[config.mk]
export PLATFORM = sky130hd
export DESIGN_NAME = rme_isqrt
export DESIGN_NICKNAME = d
export VERILOG_FILES = /design/src/hdl/rme_pkg.sv /design/src/hdl/rme_isqrt.sv
export SDC_FILE = /design/constraint.sdc
export NUM_CORES = 1
export LEC_CHECK = 0
export BUFFER_PORTS_ARGS = -buffer_cell sky130_fd_sc_hd__buf_2
export CORE_UTILIZATION = 58
export CTS_BUF_LIST = sky130_fd_sc_hd__clkbuf_8 sky130_fd_sc_hd__clkbuf_16
export DETAILED_ROUTE_END_ITERATION = 8
export PLACE_DENSITY = 0.78
export SLEW_MARGIN = 15
export SYNTH_ARGS = -nofsm -noshare
export SYNTH_HDL_FRONTEND = slang
export SYNTH_SLANG_ARGS = --single-unit
[constraint.sdc]
create_clock -name clk -period 5.4 [get_ports clk]
set_input_delay 0.27 -clock clk [delete_from_list [all_inputs] [get_ports clk]]
set_output_delay 0.27 -clock clk [all_outputs]
set_load 0.01 [all_outputs]
[src/hdl/rme_pkg.sv]
// Shared types, widths and constants for the rotation matrix to Euler angle block.
// Holds the CORDIC arctangent table. No dependencies.
package rme_pkg;

  localparam int CORDIC_STEPS_DEF = 16;
  localparam int TAB_LEN          = 24;
  localparam int STEPS_PER_STAGE  = 2;

  localparam int ENTRY_W = 16;
  localparam int LIMIT_W = 15;
  localparam int OPND_W  = 18;
  localparam int XY_W    = 36;
  localparam int ANG_W   = 28;
  localparam int OUT_W   = 16;
  localparam int SUM_W   = 32;
  localparam int ROOT_W  = 16;
  localparam int SQ_LAT  = 8;

  localparam logic signed [ANG_W-1:0] PI_Q24    = 28'sd52707179;
  localparam logic [ANG_W-12:0]       ANGLE_MAX = 17'd25736;
  localparam logic [LIMIT_W-1:0]      LIMIT_RST = 15'd1;

  typedef struct packed {
    logic signed [ENTRY_W-1:0] r00;
    logic signed [ENTRY_W-1:0] r10;
    logic signed [ENTRY_W-1:0] r20;
    logic signed [ENTRY_W-1:0] r21;
    logic signed [ENTRY_W-1:0] r22;
    logic signed [ENTRY_W-1:0] r12;
    logic signed [ENTRY_W-1:0] r11;
  } mat_t;

  function automatic logic signed [ANG_W-1:0] atan_tab(input int idx);
    logic signed [ANG_W-1:0] v;
    unique case (idx)
      0:  v = 28'sd13176795;
      1:  v = 28'sd7778716;
      2:  v = 28'sd4110060;
      3:  v = 28'sd2086331;
      4:  v = 28'sd1047214;
      5:  v = 28'sd524117;
      6:  v = 28'sd262123;
      7:  v = 28'sd131069;
      8:  v = 28'sd65536;
      9:  v = 28'sd32768;
      10: v = 28'sd16384;
      11: v = 28'sd8192;
      12: v = 28'sd4096;
      13: v = 28'sd2048;
      14: v = 28'sd1024;
      15: v = 28'sd512;
      16: v = 28'sd256;
      17: v = 28'sd128;
      18: v = 28'sd64;
      19: v = 28'sd32;
      20: v = 28'sd16;
      21: v = 28'sd8;
      22: v = 28'sd4;
      23: v = 28'sd2;
      default: v = '0;
    endcase
    return v;
  endfunction

endpackage

[src/hdl/rme_isqrt.sv]
// Pipelined integer square root, floor(sqrt(v)) of a 32-bit value.
// Two restoring iterations per stage, SQ_LAT stages. Uses rme_pkg.
module rme_isqrt (
  input  logic                       clk,
  input  logic                       en,
  input  logic [rme_pkg::SUM_W-1:0]  v_in,
  output logic [rme_pkg::ROOT_W-1:0] root
);
  import rme_pkg::*;

  localparam int W = SUM_W + 1;

  logic [W-1:0] rem [0:SQ_LAT];
  logic [W-1:0] res [0:SQ_LAT];

  assign rem[0] = {1'b0, v_in};
  assign res[0] = '0;

  for (genvar s = 0; s < SQ_LAT; s++) begin : g_stage
    logic [W-1:0] rem_next, res_next;

    always_comb begin
      logic [W-1:0] bitv;
      rem_next = rem[s];
      res_next = res[s];
      for (int k = 0; k < 2; k++) begin
        bitv = W'(1) << (SUM_W - 2 - 2 * (2 * s + k));
        if (rem_next >= res_next + bitv) begin
          rem_next = rem_next - (res_next + bitv);
          res_next = (res_next >> 1) + bitv;
        end else begin
          res_next = res_next >> 1;
        end
      end
    end

    always_ff @(posedge clk) begin
      if (en) begin
        rem[s+1] <= rem_next;
        res[s+1] <= res_next;
      end
    end
  end

  assign root = res[SQ_LAT][ROOT_W-1:0];

endmodule

# --- After elaboration in Yosys (flattened, before gate mapping) ---
# Cells that the tools add are included.
word_totals:
  regBits: 478
  input_bits: 34
  output_inout_bits: 16
  wordCells: 114
op_classes:
  addsub: 45
  n_lt_le_gt_ge: 16
  muxes: 31
op_table:
  columns: ["op", "n"]
  rows:
  - ["33-bit two-way mux", 22]
  - ["33-bit >= comparator", 15]
  - ["33-bit subtractor", 13]
  - ["32-bit two-way mux", 7]
  - ["32-bit by 11-bit adder with 33-bit output (second input constant)", 1]
  - ["32-bit by 13-bit adder with 33-bit output (second input constant)", 1]
  - ["32-bit by 15-bit adder with 33-bit output (second input constant)", 1]
  - ["32-bit by 17-bit adder with 33-bit output (second input constant)", 1]
  - ["32-bit by 19-bit adder with 33-bit output (second input constant)", 1]
  - ["32-bit by 21-bit adder with 33-bit output (second input constant)", 1]
  - ["32-bit by 23-bit adder with 33-bit output (second input constant)", 1]
  - ["32-bit by 25-bit adder with 33-bit output (second input constant)", 1]
  - ["32-bit by 27-bit adder with 33-bit output (second input constant)", 1]
  - ["32-bit by 3-bit adder with 33-bit output (second input constant)", 1]
  - ["32-bit by 5-bit adder with 33-bit output (second input constant)", 1]
  - ["32-bit by 7-bit adder with 33-bit output (second input constant)", 1]
  - ["32-bit by 9-bit adder with 33-bit output (second input constant)", 1]
  - ["33-bit by 1-bit adder with 33-bit output (second input constant)", 1]
  - ["33-bit by 11-bit adder with 33-bit output (second input constant)", 1]
  - ["33-bit by 13-bit adder with 33-bit output (second input constant)", 1]
  - ["33-bit by 15-bit adder with 33-bit output (second input constant)", 1]
  - ["33-bit by 17-bit adder with 33-bit output (second input constant)", 1]
  - ["33-bit by 19-bit adder with 33-bit output (second input constant)", 1]
  - ["33-bit by 21-bit adder with 33-bit output (second input constant)", 1]
  - ["other kinds (15)", 15]

# --- Longest topological paths before layout ---
depth:
  depth_word: 6
  mapped_depth: 25
  mapped_depth_nobuf: 23

# --- Least setup slack after synthesis ---
# No wires, ideal clock.
synth_path:
  kind: "flip-flop to flip-flop"
  start: "register rem[84] (netlist bit)"
  end: "register rem[49] (netlist bit) (data pin)"
  setup_time_ns: 0.262
  arrival_time_ns: 5.070
  t_required_ns: 5.138
  setup_slack_ns: 0.068
  stages_incl_launch_ff: 20
  n_path_buf: 4
  period_less_slack_ns: 5.332
  cell_sequence: "edfxtp_1 ha_1 a21o_1 a211o_1 nor4_4 nand2_1 inv_2 buf_2 buf_1 o21ai_0 ha_1 clkbuf_1 a2111oi_0 a21oi_1 a31oi_1 o21ai_0 or3_4 nor4_4 buf_6 mux2_1"
synth_between:
  elab_chain_len: 5
  word_cells_on_any_way: 8
  cone_classes: "3 x add/sub; 2 x order compare; 3 x mux"
synth_lines:
  columns: ["item", "line", "rtl"]
  rows:
  - ["start, declared", "rme_isqrt.sv:13", "logic [W-1:0] rem [0:SQ_LAT];"]
  - ["start signal, assigned by index", "rme_isqrt.sv:39", "rem[s+1] <= rem_next;"]
  - ["33-bit >= comparator", "rme_isqrt.sv:28", "if (rem_next >= res_next + bitv) begin"]
  - ["33-bit two-way mux", "rme_isqrt.sv:28", null]
  - ["33-bit by 5-bit adder with 33-bit output", "rme_isqrt.sv:28, rme_isqrt.sv:29", null]
  - ["33-bit subtractor / 33-bit >= comparator (equally long branches)", "rme_isqrt.sv:29, rme_isqrt.sv:28", null]
  - ["33-bit two-way mux (*)", "rme_isqrt.sv:28", null]
  - ["named net g_stage[6].rem_next[16]", "rme_isqrt.sv:20", "logic [W-1:0] rem_next, res_next;"]
# Mark *: on every way through the listed nets, which the timed path passes. The rest lies on a longest branch.
# A chain may end at the register's enable or synchronous reset.

# --- Final worst setup path ---
layout_path:
  start: "register res[117] (netlist bit)"
  end: "register rem[98] (netlist bit) (data pin)"
layout_between:
  elab_chain_len: 6
  word_cells_on_any_way: 10
  cone_classes: "5 x add/sub; 2 x order compare; 3 x mux"
layout_lines:
  columns: ["item", "line", "rtl"]
  rows:
  - ["start, declared", "rme_isqrt.sv:14", "logic [W-1:0] res [0:SQ_LAT];"]
  - ["start signal, assigned by index", "rme_isqrt.sv:40", "res[s+1] <= res_next;"]
  - ["33-bit by 11-bit adder with 33-bit output", "rme_isqrt.sv:28, rme_isqrt.sv:29", null]
  - ["33-bit >= comparator", "rme_isqrt.sv:28", null]
  - ["33-bit two-way mux", "rme_isqrt.sv:28", null]
  - ["33-bit by 9-bit adder with 33-bit output", "rme_isqrt.sv:28, rme_isqrt.sv:29", null]
  - ["33-bit subtractor / 33-bit >= comparator (equally long branches)", "rme_isqrt.sv:29, rme_isqrt.sv:28", null]
  - ["33-bit two-way mux (*)", "rme_isqrt.sv:28", null]
  - ["named net g_stage[5].rem_next[32]", "rme_isqrt.sv:20", null]
# Marked as above.

==> flow_metrics.env <==
export IMPL_grt_max_degree=119
export IMPL_drive_gt1_share_pct=10.10
export IMPL_design_area_um2=22690
export IMPL_power_static_leakage_nw=8.956
export IMPL_htree_levels=1
export IMPL_antenna_found_initial=1
export IMPL_hold_ws_ns=0.05554
export IMPL_cts_tree="built"
export IMPL_placementRows=68
export IMPL_ys_seq_area_share_pct=45.01
export IMPL_placed_area_um2=21280
export IMPL_hold_depth=2
export IMPL_avgViaCountPerCell=6.015
export IMPL_wl_per_cell_um=18.37
export IMPL_pre_cts_ws_ns=-0.1454
export IMPL_fin_worst_skew_ns=0.02491
export IMPL_crit_required_ns=5.70
export IMPL_peakVddDrop_mv=0.3445
export IMPL_startpoint="res[117]"
export IMPL_p_per_area_nw_per_um2=443.3
export IMPL_drt_iter0_drc=1020
export IMPL_syn_num_nets=2196
export IMPL_dieArea_um2=35600
export IMPL_ys_warn_count=0
export IMPL_gp_congestion=0.9417
export IMPL_clk_pin_slew_ns=0.07
export IMPL_worst_pin_slew_ns=0.9857
export IMPL_core_area_um2=34460
export IMPL_hpwl_um=36410
export IMPL_final_max_slew_violation_count=0
export IMPL_cp_max_fo=12
export IMPL_fin_setup_tns_ns=0
export IMPL_max_slew_margin_rel_pct=34.29
export IMPL_async_flop_share_pct=0
export IMPL_period_share_pct=96.19
export IMPL_ys_types=87
export IMPL_final_antenna_net_count=0
export IMPL_first_pass_iters=6
export IMPL_timing_critical_path_cells="inv_1, ha_1, a21oi_1, o21ai_1, a311o_1, or3_4, buf_4, nor2_1, nor2_1, ha_1, nand2_1, or2_2, o221ai_1, a221o_1, nand4_1, nand2_1, a21oi_1, and4b_2, buf_4, nor4_1, xor2_1"
export IMPL_ys_dominant_reg_cell="edfxtp_1"
export IMPL_totalWireLength_um=47860
export IMPL_syn_instance_count=2006
export IMPL_endpoint_kind="flip-flop"
export IMPL_syn_area_per_cell_um2=10.08
export IMPL_initial_core_util_pct=58.66
export IMPL_status="finished clean"
export IMPL_dp_cells=2520
export IMPL_ios=50
export IMPL_path_class="flip-flop to flip-flop"
export IMPL_worstRegToRegCells=21
export IMPL_r2r_start="res[117]"
export IMPL_stdcell_count=2605
export IMPL_setup_violations=0
export IMPL_fin_nets=2317
export IMPL_start_kind="flip-flop"
export IMPL_hold_class="input port to flip-flop"
export IMPL_fp_dieH_um=188.7
export IMPL_cts_sinks=303
export IMPL_hold_start="v_in[28]"
export IMPL_max_stage_delay_ns=0.44
export IMPL_die_w_um=188.7
export IMPL_slowest_stage="edfxtp_1"
export IMPL_drc=0
export IMPL_grt_pass1_vias=15740
export IMPL_final_core_util_pct=65.86
export IMPL_synth_edff_count=303
export IMPL_track_usage_pct=26.70
export IMPL_worst_slack_ns=0.2055
export IMPL_crit_arrival_ns=5.50
export IMPL_max_freq_ghz=0.1925
export IMPL_fillers=2666
export IMPL_grt_pass1_wl_um=76710
export IMPL_min_period_ns=5.194
export IMPL_cts_buffers=31
export IMPL_vias=15670
export IMPL_syn_cell_area_um2=20210
export IMPL_total_power_mw=10.06
export IMPL_maxCapViolations=0
export IMPL_placement_io_buffers=49
export IMPL_clk_latency_ns=0.59
export IMPL_clock_path_buffers=3
export IMPL_hold_viol=0
export IMPL_gr_total_overflow=0
export IMPL_root_buffer="clkbuf_16"
export IMPL_syn2layout_area_growth_pct=12.28
export IMPL_ys_seq_elements=303
-- worst max-delay path: cells and delay by family (launching register included) --
| kind | cells | cell delay, ns |
|---|---|---|
| fa+ha+maj | 2 | 0.73 |
| simple gates | 9 | 1.80 |
| compound gates | 6 | 1.37 |
| buf+inv | 3 | 0.45 |
| xor+xnor | 1 | 0.11 |
| flops | 1 | 0.44 |
-- per-layer routing --
metal,up-vias,global-route usage [%],wire [um]
met3,129,2.924,1639
met1,7444,28.18,18170
met2,421,52.43,25880
li1,7674,-,-
met5,-,0,0
met4,0,12.16,2162
-- layout make-up --
type	instances	area [um^2]	area share [%]
multi-input cells	1509	10450	46.06
flip-flops and latches	303	9099	40.09
repair buffers	135	999.7	4.405
clock buffers	31	775.7	3.418
well taps	455	569.3	2.509
inverters	147	551.8	2.431
clock inverters	24	244.0	1.075
diodes	1	2.502	0.01103
-- logic make-up (layout without fill, tap and decap cells) --
logic type	after synthesis	after routing	synth area share (%)
compound gates	474	474	15.18
xor+xnor	194	194	8.406
fa+ha+maj	156	156	9.656
buf+inv	194	337	3.788
flops	303	303	45.01
mux	22	22	1.158
other cells	0	1	0
simple gates	663	663	16.80
-- final timing paths --
kind | end | slack, ns
worst max-delay path | rem[98] | 0.21
worst min-delay path | rem[259] | 0.06
worst max register to register | rem[98] | 0.21
worst min register to register | rem[67] | 0.45
-- cells in the mapped netlist (all sizes together), types with 12 or more instances --
master / count / area, um^2
a21o: 40 / 300.3
o21bai: 18 / 135.1
nand2b: 31 / 193.9
a21oi: 149 / 749.5
nor2b: 12 / 75.07
ha: 156 / 1952
nand4: 25 / 156.4
or3: 27 / 173.9
o21ai: 104 / 520.5
nor4: 62 / 451.7
nor2: 159 / 596.8
nand2: 153 / 574.3
xnor2: 125 / 1095
or4: 15 / 116.4
buf: 19 / 108.9
o31ai: 19 / 147.6
clkbuf: 28 / 105.1
a31oi: 15 / 93.84
o21a: 26 / 195.2
nor3: 70 / 360.3
edfxtp: 303 / 9099
xor2: 69 / 604.3
nand3: 46 / 230.2
inv: 146 / 548.0
o211ai: 18 / 140.1
-- cells in the final DEF, fill, tap and decap left out, types with 25 or more instances in the layout --
| master | n |
|---|---|
| edfxtp_1 | 303 |
| ha_1 | 153 |
| nand4_1 | 25 |
| nand2b_1 | 31 |
| nor2_1 | 159 |
| xor2_1 | 69 |
| or3_1 | 25 |
| o21ai_0 | 89 |
| inv_1 | 148 |
| xnor2_1 | 125 |
| clkbuf_16 | 31 |
| nand2_1 | 152 |
| a21oi_1 | 148 |
| buf_4 | 55 |
| a21o_1 | 40 |
| dlygate4sd3_1 | 28 |
| nor3_1 | 64 |
| buf_2 | 48 |
| o21a_1 | 26 |
| nor4_1 | 54 |
| nand3_1 | 46 |
-- sequential cells by signal (all words and copies together) (netlist names) --
register	count
root	16
res	56
rem	231
-- timing repair --
item                       in CTS  in global routing
setup endpoints to repair       3                 41
buffers inserted                0                  1
hold buffers                   28                  0
cloned                          0                  0
hold endpoints to repair       28                  0
pin swaps                       0                  2
resized for setup               3                 22
-- power breakdown --
part	internal (mW)	switching, mW	leakage, nW
registers	3.22	0.381	2.89
logic	1.82	2.48	5.54
clock network	1.24	0.920	0.519
total	6.28	3.78	8.96
No activity file was read; power rests on OpenSTA's default activity.
